$ cat src/rtl/core/i2c_transaction_sequencer_defines.svh
// Assertion macros for the transaction sequencer.
// Included by the front and back modules; no other dependencies.
`ifndef I2C_TRANSACTION_SEQUENCER_DEFINES_SVH
`define I2C_TRANSACTION_SEQUENCER_DEFINES_SVH
`ifndef SYNTHESIS
`define I2CTS_ASSERT(lbl, clk, rst_n, prop, msg) \
  lbl: assert property (@(posedge clk) disable iff (!rst_n) prop) else $error(msg);
`define I2CTS_ASSERT_NR(lbl, clk, prop, msg) \
  lbl: assert property (@(posedge clk) prop) else $error(msg);
`else
`define I2CTS_ASSERT(lbl, clk, rst_n, prop, msg)
`define I2CTS_ASSERT_NR(lbl, clk, prop, msg)
`endif
`endif

$ cat src/rtl/core/i2cts_pkg.sv
// Shared types and constants of the transaction sequencer.
// No dependencies; imported by the top, front and back modules.
`default_nettype none
package i2cts_pkg;

  localparam int BUF_DEPTH = 32;
  localparam int IDX_W     = $clog2(BUF_DEPTH);
  localparam int POS_W     = $clog2(BUF_DEPTH + 1);
  localparam logic [POS_W-1:0] DEPTH_POS = POS_W'(BUF_DEPTH);

  typedef enum logic [2:0] {
    KIND_MWRITE,
    KIND_MREAD,
    KIND_LOAD,
    KIND_SETLEN,
    KIND_EVENT,
    KIND_READ,
    KIND_NOP
  } kind_t;

  typedef enum logic [2:0] {
    ROLE_IDLE = 3'd0,
    ROLE_MT   = 3'd1,
    ROLE_MR   = 3'd2,
    ROLE_ST   = 3'd3,
    ROLE_SR   = 3'd4
  } role_t;

  typedef enum logic [2:0] {
    CMD_NONE    = 3'd0,
    CMD_START   = 3'd1,
    CMD_STOP    = 3'd2,
    CMD_SEND    = 3'd3,
    CMD_ACK     = 3'd4,
    CMD_NACK    = 3'd5,
    CMD_RELEASE = 3'd6,
    CMD_RSTOP   = 3'd7
  } cmd_t;

  typedef enum logic [2:0] {
    ERR_NONE   = 3'd0,
    ERR_BUS    = 3'd1,
    ERR_NODEV  = 3'd2,
    ERR_ARB    = 3'd3,
    ERR_INDET  = 3'd4
  } err_t;

  typedef struct packed {
    kind_t            kind;
    logic [6:0]       addr;
    logic [POS_W-1:0] len;
    logic             idx_ok;
    logic [IDX_W-1:0] idx;
    logic [7:0]       data;
    logic [4:0]       status;
    logic [7:0]       rxb;
  } item_t;

endpackage
`default_nettype wire

$ cat src/rtl/core/i2cts_if.sv
// Request and result channel interfaces of the transaction sequencer.
// No dependencies.
`default_nettype none
interface i2cts_in_if;
  logic       valid;
  logic       ready;
  logic [2:0] req_type;
  logic [6:0] target_addr;
  logic [5:0] xfer_length;
  logic [4:0] buf_index;
  logic [7:0] data_byte;
  logic [4:0] status_code;
  logic [7:0] rx_byte;

  modport source (output valid, req_type, target_addr, xfer_length, buf_index,
                  data_byte, status_code, rx_byte, input ready);
  modport sink   (input valid, req_type, target_addr, xfer_length, buf_index,
                  data_byte, status_code, rx_byte, output ready);
endinterface

interface i2cts_out_if;
  logic       valid;
  logic       ready;
  logic [2:0] bus_cmd;
  logic [7:0] tx_byte;
  logic       accepted;
  logic [2:0] error_code;
  logic [2:0] role_state;
  logic [5:0] rx_count;
  logic [7:0] read_data;
  logic       master_done;
  logic       slave_rx_done;

  modport source (output valid, bus_cmd, tx_byte, accepted, error_code, role_state,
                  rx_count, read_data, master_done, slave_rx_done, input ready);
  modport sink   (input valid, bus_cmd, tx_byte, accepted, error_code, role_state,
                  rx_count, read_data, master_done, slave_rx_done, output ready);
endinterface
`default_nettype wire

$ cat src/rtl/core/i2c_transaction_sequencer.sv
// Top level of the transaction sequencer: front end, queue and back end.
// Depends on i2cts_pkg, i2cts_if, i2cts_front and i2cts_back.
//
//   channel   dir   modport       carries
//   in_ch     in    sink          requests, bus events, buffer loads and reads
//   out_ch    out   source        bus command, byte, error, role, flags
//
// One item a cycle sustained while out_ch does not stall; an item passes through
// the two-entry front queue and then the back-end output register on its way out;
// buffer reads come from registered RAMs in step with the output register.
// rst_n is synchronous: role idle, address and positions zero, queue empty.
// Buffers are not cleared; out_ch stalls back up through the queue to in_ch.
`default_nettype none
module i2c_transaction_sequencer import i2cts_pkg::*; (
  input  logic        clk,
  input  logic        rst_n,
  i2cts_in_if.sink    in_ch,
  i2cts_out_if.source out_ch
);

  logic  q_valid;
  logic  q_ready;
  item_t q_item;

  i2cts_front u_front (
    .clk     (clk),
    .rst_n   (rst_n),
    .in_ch   (in_ch),
    .q_valid (q_valid),
    .q_ready (q_ready),
    .q_item  (q_item)
  );

  i2cts_back u_back (
    .clk     (clk),
    .rst_n   (rst_n),
    .q_valid (q_valid),
    .q_ready (q_ready),
    .q_item  (q_item),
    .out_ch  (out_ch)
  );

endmodule
`default_nettype wire

$ cat src/rtl/core/i2cts_ram.sv
// Generic single-write, single-read RAM with registered read data.
// No dependencies.
`default_nettype none
module i2cts_ram #(
  parameter int WIDTH = 8,
  parameter int DEPTH = 32,
  localparam int AW = (DEPTH > 1) ? $clog2(DEPTH) : 1
) (
  input  logic             clk,
  input  logic             we,
  input  logic [AW-1:0]    waddr,
  input  logic [WIDTH-1:0] wdata,
  input  logic             re,
  input  logic [AW-1:0]    raddr,
  output logic [WIDTH-1:0] rdata
);

  logic [WIDTH-1:0] mem [DEPTH];

  always_ff @(posedge clk) begin
    if (we) begin
      mem[waddr] <= wdata;
    end
    if (re) begin
      rdata <= mem[raddr];
    end
  end

endmodule
`default_nettype wire

$ cat src/rtl/core/i2cts_front.sv
// Front end: accepts request items, classifies them and queues them.
// Depends on i2cts_pkg, i2cts_if and the assertion macro header.
`default_nettype none
`include "i2c_transaction_sequencer_defines.svh"
module i2cts_front import i2cts_pkg::*; (
  input  logic       clk,
  input  logic       rst_n,
  i2cts_in_if.sink   in_ch,
  output logic       q_valid,
  input  logic       q_ready,
  output item_t      q_item
);

  localparam logic [2:0] REQ_MASTER_WRITE = 3'd0;
  localparam logic [2:0] REQ_MASTER_READ  = 3'd1;
  localparam logic [2:0] REQ_LOAD_SEND    = 3'd2;
  localparam logic [2:0] REQ_SET_REPLY    = 3'd3;
  localparam logic [2:0] REQ_BUS_EVENT    = 3'd4;
  localparam logic [2:0] REQ_READ_RECV    = 3'd5;
  localparam logic [1:0] Q_FULL           = 2'd2;

  item_t      item_in;
  item_t      q_mem_r [2];
  logic       wr_ptr_r, wr_ptr_nxt;
  logic       rd_ptr_r, rd_ptr_nxt;
  logic [1:0] count_r, count_nxt;
  logic       push, pop;

  always_comb begin
    item_in.addr   = in_ch.target_addr;
    item_in.len    = (32'(in_ch.xfer_length) > BUF_DEPTH) ? DEPTH_POS
                                                         : POS_W'(in_ch.xfer_length);
    item_in.idx_ok = 32'(in_ch.buf_index) < BUF_DEPTH;
    item_in.idx    = IDX_W'(in_ch.buf_index);
    item_in.data   = in_ch.data_byte;
    item_in.status = in_ch.status_code;
    item_in.rxb    = in_ch.rx_byte;
    case (in_ch.req_type)
      REQ_MASTER_WRITE: item_in.kind = KIND_MWRITE;
      REQ_MASTER_READ:  item_in.kind = KIND_MREAD;
      REQ_LOAD_SEND:    item_in.kind = KIND_LOAD;
      REQ_SET_REPLY:    item_in.kind = KIND_SETLEN;
      REQ_BUS_EVENT:    item_in.kind = KIND_EVENT;
      REQ_READ_RECV:    item_in.kind = KIND_READ;
      default:          item_in.kind = KIND_NOP;
    endcase
  end

  assign in_ch.ready = (count_r != Q_FULL);
  assign q_valid     = (count_r != 2'd0);
  assign q_item      = q_mem_r[rd_ptr_r];
  assign push        = in_ch.valid && in_ch.ready;
  assign pop         = q_valid && q_ready;

  always_comb begin
    wr_ptr_nxt = wr_ptr_r ^ push;
    rd_ptr_nxt = rd_ptr_r ^ pop;
    case ({push, pop})
      2'b10:   count_nxt = count_r + 2'd1;
      2'b01:   count_nxt = count_r - 2'd1;
      default: count_nxt = count_r;
    endcase
  end

  always_ff @(posedge clk) begin
    if (!rst_n) begin
      wr_ptr_r <= 1'b0;
      rd_ptr_r <= 1'b0;
      count_r  <= 2'd0;
    end else begin
      wr_ptr_r <= wr_ptr_nxt;
      rd_ptr_r <= rd_ptr_nxt;
      count_r  <= count_nxt;
    end
  end

  always_ff @(posedge clk) begin
    if (push) begin
      q_mem_r[wr_ptr_r] <= item_in;
    end
  end

  `I2CTS_ASSERT(a_q_bound, clk, rst_n, count_r <= Q_FULL, "queue count beyond depth")
  `I2CTS_ASSERT(a_q_grow, clk, rst_n, push && !pop |=> count_r == $past(count_r) + 2'd1, "queue count did not grow on push")
  `I2CTS_ASSERT_NR(a_q_reset, clk, !rst_n |=> count_r == 2'd0, "queue not empty after reset")

endmodule
`default_nettype wire

$ cat src/rtl/core/i2cts_back.sv
// Back end: executes queued items against the bus role and buffers.
// Depends on i2cts_pkg, i2cts_if, i2cts_ram and the assertion macro header.
`default_nettype none
`include "i2c_transaction_sequencer_defines.svh"
module i2cts_back import i2cts_pkg::*; (
  input  logic        clk,
  input  logic        rst_n,
  input  logic        q_valid,
  output logic        q_ready,
  input  item_t       q_item,
  i2cts_out_if.source out_ch
);

  localparam logic [4:0] ST_BUS_ERROR     = 5'h00;
  localparam logic [4:0] ST_START         = 5'h01;
  localparam logic [4:0] ST_REP_START     = 5'h02;
  localparam logic [4:0] ST_MT_SLA_ACK    = 5'h03;
  localparam logic [4:0] ST_MT_SLA_NACK   = 5'h04;
  localparam logic [4:0] ST_MT_DATA_ACK   = 5'h05;
  localparam logic [4:0] ST_MT_DATA_NACK  = 5'h06;
  localparam logic [4:0] ST_ARB_LOST      = 5'h07;
  localparam logic [4:0] ST_MR_SLA_ACK    = 5'h08;
  localparam logic [4:0] ST_MR_SLA_NACK   = 5'h09;
  localparam logic [4:0] ST_MR_DATA_ACK   = 5'h0A;
  localparam logic [4:0] ST_MR_DATA_NACK  = 5'h0B;
  localparam logic [4:0] ST_SR_SLA_ACK    = 5'h0C;
  localparam logic [4:0] ST_SR_ARB_SLA    = 5'h0D;
  localparam logic [4:0] ST_SR_GCALL      = 5'h0E;
  localparam logic [4:0] ST_SR_ARB_GCALL  = 5'h0F;
  localparam logic [4:0] ST_SR_DATA_ACK   = 5'h10;
  localparam logic [4:0] ST_SR_DATA_NACK  = 5'h11;
  localparam logic [4:0] ST_SR_GDATA_ACK  = 5'h12;
  localparam logic [4:0] ST_SR_GDATA_NACK = 5'h13;
  localparam logic [4:0] ST_SR_STOP       = 5'h14;
  localparam logic [4:0] ST_ST_SLA_ACK    = 5'h15;
  localparam logic [4:0] ST_ST_ARB_SLA    = 5'h16;
  localparam logic [4:0] ST_ST_DATA_ACK   = 5'h17;
  localparam logic [4:0] ST_ST_DATA_NACK  = 5'h18;
  localparam logic [4:0] ST_ST_LAST_ACK   = 5'h19;
  localparam logic [4:0] ST_NO_INFO       = 5'h1F;

  role_t            role_r, role_nxt;
  logic [7:0]       addr_rw_r, addr_rw_nxt;
  logic [POS_W-1:0] send_pos_r, send_pos_nxt;
  logic [POS_W-1:0] send_count_r, send_count_nxt;
  logic [POS_W-1:0] recv_pos_r, recv_pos_nxt;
  logic [POS_W-1:0] recv_count_r, recv_count_nxt;

  logic             out_valid_r;
  cmd_t             cmd_r, cmd;
  logic [7:0]       tx_r, tx;
  logic             acc_r, acc;
  err_t             err_r, err;
  role_t            role_o_r;
  logic [5:0]       rxcnt_r;
  logic             mdone_r, mdone;
  logic             sdone_r, sdone;
  logic             tx_ram_r, tx_ram;
  logic             rd_ram_r, rd_ram;
  logic             do_store;

  logic             issue;
  logic             rp_ok;
  logic [POS_W-1:0] rp_st;
  logic             mr_ack_pre, mr_ack_post;
  logic [POS_W-1:0] sp_base, sp_inc;
  logic             sp_base_ok;
  cmd_t             st_cmd;

  logic             s_we, s_re, r_we, r_re;
  logic [7:0]       s_rdata, r_rdata;

  assign q_ready = !out_valid_r || out_ch.ready;
  assign issue   = q_valid && q_ready;

  always_comb begin
    rp_ok       = recv_pos_r < DEPTH_POS;
    rp_st       = rp_ok ? recv_pos_r + POS_W'(1) : recv_pos_r;
    mr_ack_pre  = ({1'b0, recv_pos_r} + (POS_W+1)'(1)) < {1'b0, recv_count_r};
    mr_ack_post = ({1'b0, rp_st} + (POS_W+1)'(1)) < {1'b0, recv_count_r};
    sp_base     = (q_item.status == ST_ST_SLA_ACK || q_item.status == ST_ST_ARB_SLA)
                  ? '0 : send_pos_r;
    sp_base_ok  = sp_base < DEPTH_POS;
    sp_inc      = sp_base_ok ? sp_base + POS_W'(1) : sp_base;
    st_cmd      = (sp_inc < send_count_r) ? CMD_ACK : CMD_NACK;
  end

  always_comb begin
    role_nxt       = role_r;
    addr_rw_nxt    = addr_rw_r;
    send_pos_nxt   = send_pos_r;
    send_count_nxt = send_count_r;
    recv_pos_nxt   = recv_pos_r;
    recv_count_nxt = recv_count_r;
    cmd            = CMD_NONE;
    tx             = 8'h00;
    acc            = 1'b0;
    err            = ERR_NONE;
    sdone          = 1'b0;
    tx_ram         = 1'b0;
    rd_ram         = 1'b0;
    do_store       = 1'b0;
    case (q_item.kind)
      KIND_MWRITE: begin
        if (role_r == ROLE_IDLE) begin
          acc            = 1'b1;
          cmd            = CMD_START;
          role_nxt       = ROLE_MT;
          addr_rw_nxt    = {q_item.addr, 1'b0};
          send_pos_nxt   = '0;
          send_count_nxt = q_item.len;
        end
      end
      KIND_MREAD: begin
        if (role_r == ROLE_IDLE) begin
          acc            = 1'b1;
          cmd            = CMD_START;
          role_nxt       = ROLE_MR;
          addr_rw_nxt    = {q_item.addr, 1'b1};
          recv_pos_nxt   = '0;
          recv_count_nxt = q_item.len;
        end
      end
      KIND_SETLEN: send_count_nxt = q_item.len;
      KIND_READ:   rd_ram = q_item.idx_ok;
      KIND_EVENT: begin
        case (q_item.status)
          ST_BUS_ERROR: begin
            cmd = CMD_RSTOP; err = ERR_BUS; role_nxt = ROLE_IDLE;
          end
          ST_START, ST_REP_START: begin
            cmd = CMD_SEND; tx = addr_rw_r;
          end
          ST_MT_SLA_ACK, ST_MT_DATA_ACK: begin
            if (send_pos_r < send_count_r && sp_base_ok) begin
              cmd          = CMD_SEND;
              tx_ram       = 1'b1;
              send_pos_nxt = sp_inc;
            end else begin
              cmd = CMD_STOP; role_nxt = ROLE_IDLE;
            end
          end
          ST_MT_SLA_NACK, ST_MT_DATA_NACK, ST_MR_SLA_NACK: begin
            cmd = CMD_STOP; err = ERR_NODEV; role_nxt = ROLE_IDLE;
          end
          ST_ARB_LOST: begin
            cmd = CMD_RELEASE; err = ERR_ARB; role_nxt = ROLE_IDLE;
          end
          ST_MR_SLA_ACK: cmd = mr_ack_pre ? CMD_ACK : CMD_NACK;
          ST_MR_DATA_ACK: begin
            do_store = 1'b1;
            cmd      = mr_ack_post ? CMD_ACK : CMD_NACK;
          end
          ST_MR_DATA_NACK: begin
            do_store = 1'b1; cmd = CMD_STOP; role_nxt = ROLE_IDLE;
          end
          ST_SR_SLA_ACK, ST_SR_ARB_SLA, ST_SR_GCALL, ST_SR_ARB_GCALL: begin
            role_nxt = ROLE_SR; recv_pos_nxt = '0; cmd = CMD_ACK;
          end
          ST_SR_DATA_ACK, ST_SR_GDATA_ACK: begin
            do_store = 1'b1;
            cmd      = (rp_st < DEPTH_POS) ? CMD_ACK : CMD_NACK;
          end
          ST_SR_DATA_NACK, ST_SR_GDATA_NACK: cmd = CMD_NACK;
          ST_SR_STOP: begin
            cmd = CMD_ACK; sdone = 1'b1; role_nxt = ROLE_IDLE;
          end
          ST_ST_SLA_ACK, ST_ST_ARB_SLA, ST_ST_DATA_ACK: begin
            if (q_item.status != ST_ST_DATA_ACK) begin
              role_nxt = ROLE_ST;
            end
            tx_ram       = sp_base_ok;
            send_pos_nxt = sp_inc;
            cmd          = st_cmd;
          end
          ST_ST_DATA_NACK, ST_ST_LAST_ACK: begin
            cmd = CMD_ACK; role_nxt = ROLE_IDLE;
          end
          ST_NO_INFO: err = ERR_INDET;
          default: ;
        endcase
        if (do_store) begin
          recv_pos_nxt = rp_st;
        end
      end
      default: ;
    endcase
    mdone = (q_item.kind == KIND_EVENT) && (role_r == ROLE_MT || role_r == ROLE_MR)
            && (role_nxt == ROLE_IDLE);
  end

  assign s_we = issue && (q_item.kind == KIND_LOAD) && q_item.idx_ok;
  assign s_re = issue && tx_ram;
  assign r_we = issue && do_store && rp_ok;
  assign r_re = issue && rd_ram;

  i2cts_ram #(.WIDTH(8), .DEPTH(BUF_DEPTH)) u_send_ram (
    .clk   (clk),
    .we    (s_we),
    .waddr (q_item.idx),
    .wdata (q_item.data),
    .re    (s_re),
    .raddr (sp_base[IDX_W-1:0]),
    .rdata (s_rdata)
  );

  i2cts_ram #(.WIDTH(8), .DEPTH(BUF_DEPTH)) u_recv_ram (
    .clk   (clk),
    .we    (r_we),
    .waddr (recv_pos_r[IDX_W-1:0]),
    .wdata (q_item.rxb),
    .re    (r_re),
    .raddr (q_item.idx),
    .rdata (r_rdata)
  );

  always_ff @(posedge clk) begin
    if (!rst_n) begin
      role_r       <= ROLE_IDLE;
      addr_rw_r    <= 8'h00;
      send_pos_r   <= '0;
      send_count_r <= '0;
      recv_pos_r   <= '0;
      recv_count_r <= '0;
      out_valid_r  <= 1'b0;
    end else begin
      if (issue) begin
        role_r       <= role_nxt;
        addr_rw_r    <= addr_rw_nxt;
        send_pos_r   <= send_pos_nxt;
        send_count_r <= send_count_nxt;
        recv_pos_r   <= recv_pos_nxt;
        recv_count_r <= recv_count_nxt;
      end
      if (q_ready) begin
        out_valid_r <= q_valid;
      end
    end
  end

  always_ff @(posedge clk) begin
    if (issue) begin
      cmd_r    <= cmd;
      tx_r     <= tx;
      acc_r    <= acc;
      err_r    <= err;
      role_o_r <= role_nxt;
      rxcnt_r  <= 6'(recv_pos_nxt);
      mdone_r  <= mdone;
      sdone_r  <= sdone;
      tx_ram_r <= tx_ram;
      rd_ram_r <= rd_ram;
    end
  end

  assign out_ch.valid         = out_valid_r;
  assign out_ch.bus_cmd       = cmd_r;
  assign out_ch.tx_byte       = tx_ram_r ? s_rdata : tx_r;
  assign out_ch.accepted      = acc_r;
  assign out_ch.error_code    = err_r;
  assign out_ch.role_state    = role_o_r;
  assign out_ch.rx_count      = rxcnt_r;
  assign out_ch.read_data     = rd_ram_r ? r_rdata : 8'h00;
  assign out_ch.master_done   = mdone_r;
  assign out_ch.slave_rx_done = sdone_r;

  `I2CTS_ASSERT(a_issue_fills, clk, rst_n, issue |=> out_valid_r, "issued item missing from output stage")
  `I2CTS_ASSERT(a_mdone_idle, clk, rst_n, out_valid_r && mdone_r |-> role_o_r == ROLE_IDLE, "master done without idle role")
  `I2CTS_ASSERT(a_txram_cmd, clk, rst_n, out_valid_r && tx_ram_r |-> (cmd_r == CMD_SEND || cmd_r == CMD_ACK || cmd_r == CMD_NACK), "buffer byte with wrong command")

endmodule
`default_nettype wire
$ cat src/flat_wrapper.sv
// flat-port wrapper written by rule: the top's interface ports become plain ports
module i2c_transaction_sequencer_flat import i2cts_pkg::*;
  (clk, rst_n, in_ch_valid, in_ch_req_type, in_ch_target_addr, in_ch_xfer_length, in_ch_buf_index, in_ch_data_byte, in_ch_status_code, in_ch_rx_byte, in_ch_ready, out_ch_valid, out_ch_bus_cmd, out_ch_tx_byte, out_ch_accepted, out_ch_error_code, out_ch_role_state, out_ch_rx_count, out_ch_read_data, out_ch_master_done, out_ch_slave_rx_done, out_ch_ready);
  i2cts_in_if in_ch_i ();
  i2cts_out_if out_ch_i ();
  input  logic clk;
  input  logic rst_n;
  input wire logic [$bits(in_ch_i.valid)-1:0] in_ch_valid;
  input wire logic [$bits(in_ch_i.req_type)-1:0] in_ch_req_type;
  input wire logic [$bits(in_ch_i.target_addr)-1:0] in_ch_target_addr;
  input wire logic [$bits(in_ch_i.xfer_length)-1:0] in_ch_xfer_length;
  input wire logic [$bits(in_ch_i.buf_index)-1:0] in_ch_buf_index;
  input wire logic [$bits(in_ch_i.data_byte)-1:0] in_ch_data_byte;
  input wire logic [$bits(in_ch_i.status_code)-1:0] in_ch_status_code;
  input wire logic [$bits(in_ch_i.rx_byte)-1:0] in_ch_rx_byte;
  output wire logic [$bits(in_ch_i.ready)-1:0] in_ch_ready;
  output wire logic [$bits(out_ch_i.valid)-1:0] out_ch_valid;
  output wire logic [$bits(out_ch_i.bus_cmd)-1:0] out_ch_bus_cmd;
  output wire logic [$bits(out_ch_i.tx_byte)-1:0] out_ch_tx_byte;
  output wire logic [$bits(out_ch_i.accepted)-1:0] out_ch_accepted;
  output wire logic [$bits(out_ch_i.error_code)-1:0] out_ch_error_code;
  output wire logic [$bits(out_ch_i.role_state)-1:0] out_ch_role_state;
  output wire logic [$bits(out_ch_i.rx_count)-1:0] out_ch_rx_count;
  output wire logic [$bits(out_ch_i.read_data)-1:0] out_ch_read_data;
  output wire logic [$bits(out_ch_i.master_done)-1:0] out_ch_master_done;
  output wire logic [$bits(out_ch_i.slave_rx_done)-1:0] out_ch_slave_rx_done;
  input wire logic [$bits(out_ch_i.ready)-1:0] out_ch_ready;
  assign in_ch_i.valid = in_ch_valid;
  assign in_ch_i.req_type = in_ch_req_type;
  assign in_ch_i.target_addr = in_ch_target_addr;
  assign in_ch_i.xfer_length = in_ch_xfer_length;
  assign in_ch_i.buf_index = in_ch_buf_index;
  assign in_ch_i.data_byte = in_ch_data_byte;
  assign in_ch_i.status_code = in_ch_status_code;
  assign in_ch_i.rx_byte = in_ch_rx_byte;
  assign in_ch_ready = in_ch_i.ready;
  assign out_ch_valid = out_ch_i.valid;
  assign out_ch_bus_cmd = out_ch_i.bus_cmd;
  assign out_ch_tx_byte = out_ch_i.tx_byte;
  assign out_ch_accepted = out_ch_i.accepted;
  assign out_ch_error_code = out_ch_i.error_code;
  assign out_ch_role_state = out_ch_i.role_state;
  assign out_ch_rx_count = out_ch_i.rx_count;
  assign out_ch_read_data = out_ch_i.read_data;
  assign out_ch_master_done = out_ch_i.master_done;
  assign out_ch_slave_rx_done = out_ch_i.slave_rx_done;
  assign out_ch_i.ready = out_ch_ready;
  i2c_transaction_sequencer u_core (.clk(clk), .rst_n(rst_n), .in_ch(in_ch_i), .out_ch(out_ch_i));
endmodule
$ cat config.mk
export PLATFORM = sky130hd
export DESIGN_NAME = i2c_transaction_sequencer_flat
export DESIGN_NICKNAME = d
export VERILOG_FILES = /design/src/rtl/core/i2cts_pkg.sv /design/src/rtl/core/i2cts_if.sv /design/src/rtl/core/i2c_transaction_sequencer.sv /design/src/rtl/core/i2cts_ram.sv /design/src/rtl/core/i2cts_front.sv /design/src/rtl/core/i2cts_back.sv /design/src/flat_wrapper.sv
export VERILOG_INCLUDE_DIRS = /design/src /design/src/rtl/core
export SDC_FILE = /design/constraint.sdc
export NUM_CORES = 1
export LEC_CHECK = 0
export ABC_AREA = 1
export BUFFER_PORTS_ARGS = -buffer_cell sky130_fd_sc_hd__buf_2
export CORE_MARGIN = 2
export CORE_UTILIZATION = 60
export DETAILED_ROUTE_END_ITERATION = 16
export PLACE_DENSITY = 0.82
export SLEW_MARGIN = 20
export SYNTH_ARGS = -nofsm -noshare
export SYNTH_HDL_FRONTEND = slang
export SYNTH_HIERARCHICAL = 1
export SYNTH_SLANG_ARGS = --single-unit
$ cat constraint.sdc
create_clock -name clk -period 5.6 [get_ports clk]
set_clock_uncertainty 0.05 [all_clocks]
set_input_delay 0.56 -clock clk [delete_from_list [all_inputs] [get_ports clk]]
set_output_delay 0.56 -clock clk [all_outputs]
set_load 0.05 [all_outputs]
Word-level counts from Yosys, hierarchy flattened
Memories as Yosys holds them, arrays and structs flattened. A register that Yosys moved wholly into a read port is not among the register bits.
Index checks and enable logic that the tools add are counted.
Storage, ports and cells
  register bits: 68
  bits in writable memories: 596
  bits of input ports: 46
  memories: 3
Cells by class
  $add $sub $neg: 6
  $lt $le $gt $ge: 8
  equality and inequality tests: 46
  mux-type cells: 52
  bitwise operators: 2
  reductions and logical operators: 42
Memories
  u_core.u_back.u_recv_ram.mem: words 32, width 8, rd ports 1, clocked after memory_dff 1, write ports 1, RTL line i2cts_ram.sv:18  | logic [WIDTH-1:0] mem [DEPTH];
  u_core.u_back.u_send_ram.mem: words 32, width 8, rd ports 1, clocked after memory_dff 1, write ports 1, RTL line i2cts_ram.sv:18
  u_core.u_front.q_mem_r: words 2, width 42, rd ports 1, clocked after memory_dff 1, write ports 1, RTL line i2cts_front.sv:23  | item_t q_mem_r [2];
Operator list (count)
  6-bit two-way mux: 10
  5-bit == test (second input constant): 11
  6-bit one-hot mux with 2 select lines: 4
  5-bit by 4-bit == test with 1-bit output (second input constant): 8
  3-bit one-hot mux with 11 select lines: 1
  8-bit two-way mux: 4
  3-bit one-hot mux with 4 select lines: 2
  1-bit two-way mux: 21
  5-bit by 3-bit == test with 1-bit output (second input constant): 4
  6-bit < comparator (second input constant): 3
  3-bit one-hot mux with 6 select lines: 1
  8-bit one-hot mux with 2 select lines: 1
  3-bit by 2-bit == test with 1-bit output (second input constant): 5
  6-bit by 1-bit adder with 7-bit output (second input constant): 2
  7-bit by 6-bit < comparator with 1-bit output: 2
  6-bit by 1-bit adder with 6-bit output (second input constant): 2
  3-bit == test (second input constant): 4
  3-bit zero test: 4
  6-bit < comparator: 2
  3-bit two-way mux: 4
  4-bit OR reduction: 3
  5-bit by 2-bit == test with 1-bit output (second input constant): 2
  1-bit logical AND: 10
  2-bit nonzero test: 5
  28 further kinds: 41

Depth between registers and ports, before layout
  word-level depth: 10
  mapped depth: 23

Cells and area by module
Netlist, hierarchy kept.
Modules (own cells, without submodules)
  i2cts_ram: times used 2, cells each 922, area an instance 10866.7 um2, seq. area each 7927.6 um2
  i2cts_back: times used 1, cells each 546, area an instance 4161.5 um2, seq. area each 1561.5 um2
  i2cts_front: times used 1, cells each 184, area an instance 3569.7 um2, seq. area each 2622.5 um2

Worst setup path after synthesis
OpenSTA, ideal clock, no wires.
  path kind: flip-flop to flip-flop
  start point: register with a tool-made name
  end point: register u_core.u_back.cmd_r[0] (netlist: u_core/u_back/out_ch.bus_cmd[0]), data pin
  library setup time: 0.252 ns
  arrival time: 2.839 ns
  setup slack: 2.458 ns
  stages on the path, launching flop included: 24
  clock period less this slack: 3.142 ns
  cell sequence: dfxtp_1 > buf_6 > buf_12 > mux2_4 > buf_6 > inv_2 > nor2_4 > nand2_4 > inv_4 > nor2_1 > ha_1 > nand3_1 > nor2_1 > xor2_1 > inv_1 > ha_1 > nand2_1 > nor2_1 > a211oi_1 > nand2_1 > nand2_1 > nand3_1 > nand2_1 > nand2_1
RTL lines
  to (signal assigned): RTL line i2cts_back.sv:243  | cmd_r <= cmd;
  to (decl): RTL line i2cts_back.sv:50  | cmd_t cmd_r, cmd;

==> impl_summary.log <==
INFO  metric nets_in_the_synthesized_netlist = 2647
INFO  metric largest_family_of_logic_cells_by_synthesized_area = simple AND/OR/NAND/NOR gates
INFO  metric number_of_search_and_repair_iterations_in_the_first_detailed_routing_pass = 6
INFO  metric drt-initial-drc-count = around 2900
INFO  metric async_s_r_ff_share_synth = 0
INFO  metric grt_max_degree = 95
INFO  metric postCtsResizedCells = 0
INFO  metric floorplan.die.width = approximately 230 µm
INFO  metric postCtsHoldBufs = 0
INFO  metric synthDistinctLibCells = 52
INFO  metric tritoncts = yes
INFO  metric clkTransAtPathRegs = 0.07 ns
INFO  metric setup_viol = 0
INFO  metric synthesis.instances = ~2600
INFO  metric rsz_0062_raised_after_global_routing = false
INFO  metric outcome = finished, final reports clean
INFO  metric ys_warn_count = 6
INFO  metric rows = 81
INFO  metric clk_path_buf_depth = 3
INFO  metric cap_viol_max_count = 0
INFO  metric ios = between 80 and 90
INFO  metric drc_errors = 0
INFO  metric count_of_input_and_output_buffers = a little over 80
INFO  metric fmaxAchievable = about 0.21 GHz
INFO  metric postRouteWirelength = slightly below 70000 µm
INFO  metric crit_arrival = approximately 5.2 ns
INFO  metric routedWlPerCell = 20.8 µm
INFO  metric layout-drive-gt1-share = 0.108
INFO  metric die_h = about 230 µm
INFO  metric gr-total-overflow = 0
INFO  metric slew_at_the_pin_closest_to_its_max_slew_limit = around 1.1 ns
INFO  metric sequential_share_of_the_synthesized_area = 0.680
INFO  metric pwr_density_cell = around 490 nW/µm²
INFO  metric initial_core_util = 0.604
INFO  metric numCtsBuffers = between 60 and 70
INFO  metric antenna_found_initial = 0
INFO  metric grt_first_pass_wirelength = about 110000 µm
INFO  metric num-fill-cells = approximately 3400
INFO  metric antenna-diode-count = 0
INFO  metric synth_seq_cells = a little under 700
INFO  metric finalMaxSlewViolations = 0
INFO  metric ctsRootBufferMaster = clkbuf_16
INFO  metric criticalPathCategory = reg2reg
INFO  metric cts_post_setup_buffers_inserted = 0
INFO  metric final.period_utilization = 0.854
INFO  metric hold_viol = 0
INFO  metric xor_xnor_fraction_of_synth_area = 0.00178
INFO  metric synth_edf_count = between 600 and 700
INFO  metric die-area = 50900 µm²
INFO  metric p_leak = about 12 nW
INFO  metric kind_of_end_point_of_the_critical_path = register
INFO  metric ys_dominant_reg_cell = edfxtp_1
INFO  metric clock_sink_count = 681
INFO  metric final_net_count = around 2700
INFO  metric post-dp-hpwl = about 41000 µm
INFO  metric cp.required = ~6.0 ns
INFO  metric post_synth_and_or_nand_nor_area_fraction = 0.208
INFO  metric r2r_setup_slack = ~0.82 ns
INFO  metric route.vias.total = between 20000 and 25000
INFO  metric timing.hold.worst.class = in2reg
INFO  metric clkLatencyLatePin = between 0.6 and 0.7 ns
INFO  metric critical_path_peak_fanout = 65
INFO  metric routabilityCongestion = 0.919
INFO  metric syn_avg_cell_area = around 11 µm²
INFO  metric finalSetupTns = 0 ns
INFO  metric synth_compound_gate_area_share = 0.0229
INFO  metric synth_area = between 20000 and 30000 µm²
INFO  metric vias_per_cell = around 6.0
INFO  metric overall_global_routing_resource_usage = 0.273
INFO  metric fin_total_pwr = ~16 mW
INFO  metric vdd_drop_max = about 0.5 mV
INFO  metric synth.mux.area_fraction = 0.0242
INFO  metric kind_of_launch_point_of_the_worst_setup_path = register
INFO  metric adder_cell_fraction_of_synth_area = 0.0115
INFO  metric placeableCoreArea = just under 50000 µm²
INFO  metric cts-htree-levels = 3
INFO  metric first_global_vias = 19600
INFO  metric antenna_violating_nets_post_route = 0
INFO  metric area_growth_from_synthesis_to_final_layout = 8.12%
INFO  metric crit_path_time_final = between 4 and 5 ns
INFO  metric relSlewSlack = 0.250
## through the flow
step           cells  instance area (µm²)  hold slack (ns)  utilization  worst slack, ns
5_1_grt         3321                31900           0.0821        0.653            0.563
3_3_place_gp    3203                29800            0.392        0.611             1.36
6_report        3321                31900           0.0958        0.653            0.815
4_1_cts         3321                31800           0.0749        0.653             1.23
2_1_floorplan   2574                29500            0.380            -             2.46
3_5_place_dp    3203                29800            0.396        0.611             1.25
## Yosys cell counts, types with 2 or more instances
cell type	n	share of area
or2_2	3	0.00064
mux2_2	10	0.0038
nand3_1	440	0.075
nor3_1	3	0.00051
o22ai_1	4	0.00085
dfxtp_1	41	0.028
nand2_1	831	0.11
buf_4	10	0.0025
o211ai_1	2	0.00051
a21oi_1	46	0.0078
clkbuf_1	25	0.0032
a22oi_1	5	0.0013
buf_1	5	0.00064
nand2_4	4	0.0015
edfxtp_1	640	0.65
xor2_1	5	0.0015
o21ai_1	7	0.0012
inv_1	117	0.015
buf_12	4	0.0027
a211oi_1	2	0.00051
buf_2	34	0.0058
nor2_1	115	0.015
mux2_4	40	0.020
nor2_4	7	0.0027
nand2_2	6	0.0013
a21oi_2	2	0.00059
nand4_1	6	0.0013
ha_1	27	0.011
nor2_2	7	0.0015
nand3_2	3	0.0010
a21boi_0	4	0.0010
inv_2	12	0.0015
buf_6	52	0.020
a31oi_1	2	0.00042
nor4_1	5	0.0011
o21ai_0	31	0.0053
and2_1	2	0.00042
## critical path: stages, from the launching register on
cell      delay (ns)
dfxtp_2         0.96
mux2_4          0.42
inv_2           0.22
nor2_4          0.09
nand2_4         0.11
inv_4           0.07
nor2_4          0.10
buf_4           0.59
clkinv_2        0.95
nand3_1         0.37
nand3_1         0.18
nand2_1         0.13
nand2_1         0.06
nand2_1         0.08
nand2_1         0.05
nand2_1         0.14
## state kept, by name (all words and copies together), names as in the netlist, 8 cells and up, named ones only
name / count
u_core/u_back/addr_rw_r: 8
u_core/u_back/tx_r: 8
u_core/u_back/u_send_ram/mem: 256
u_core/u_front/q_mem_r: 84
u_core/u_back/u_recv_ram/mem: 256
u_core/u_back/u_recv_ram/rdata: 8
u_core/u_back/u_send_ram/rdata: 8
## cell families (layout without fill, tap and decap cells)
family / count (synthesis) / after routing
AND/OR/NAND/NOR: 1433 / 1433
flip-flops: 681 / 681
buffers and inverters: 262 / 345
AO/OA/AOI/OAI: 114 / 114
multiplexers: 50 / 50
adder cells (fa/ha/maj): 27 / 27
XOR/XNOR: 6 / 6
other: 1 / 1
## per-layer routing
metal | vias to the layer above | global-route usage | routed length (µm)
li1 | 8942 | - | -
met1 | 9635 | 0.358 | 26200
met2 | 1253 | 0.459 | 34100
met3 | 178 | 0.0455 | 6720
met4 | 0 | 0.108 | 2160
met5 | - | 0 | 0
## placed cells by master (no fill, tap or decap), drive strengths merged, types with 5 or more instances in the layout
master / Yosys / routed
a21boi: 5 / 5
a21oi: 48 / 48
a22oi: 6 / 6
buf: 105 / 95
clkbuf: 25 / 93
clkinv: 2 / 24
dfxtp: 41 / 41
edfxtp: 640 / 640
ha: 27 / 27
inv: 130 / 129
mux2: 50 / 50
nand2: 841 / 841
nand3: 444 / 444
nand4: 6 / 6
nor2: 129 / 129
nor4: 5 / 5
o21ai: 39 / 39
o22ai: 5 / 5
xor2: 5 / 5
## final timing paths
check	start	end	cells past startpoint
worst max-delay path	register	u_core/u_back/u_send_ram/rdata[2]$_DFFE_PP_	15
worst min-delay path	in_ch_data_byte[2]	u_core/u_front/q_mem_r[0][15]$_DFFE_PP_	1
worst max register to register	register	u_core/u_back/u_send_ram/rdata[2]$_DFFE_PP_	15
worst min register to register	u_core/u_back/addr_rw_r[2]$_SDFFE_PN0P_	u_core/u_back/addr_rw_r[2]$_SDFFE_PN0P_	2
## power by group
group	switching (mW)	internal, mW
sequential	0.246	6.37
combinational	3.54	1.28
clock	1.84	2.41
total	5.62	10.1
## area by class of cell
type                    instances  area (µm²)  share of cell area
flip-flops and latches        681       20000               0.629
repair buffers                 95         510              0.0160
inverters                     132         505              0.0159
multi-input cells            1631        7930               0.249
clock inverters                25         178             0.00558
clock buffers                  93        1860              0.0584
well taps                     664         831              0.0261
Note: power is estimated with default switching activity, not from simulation.
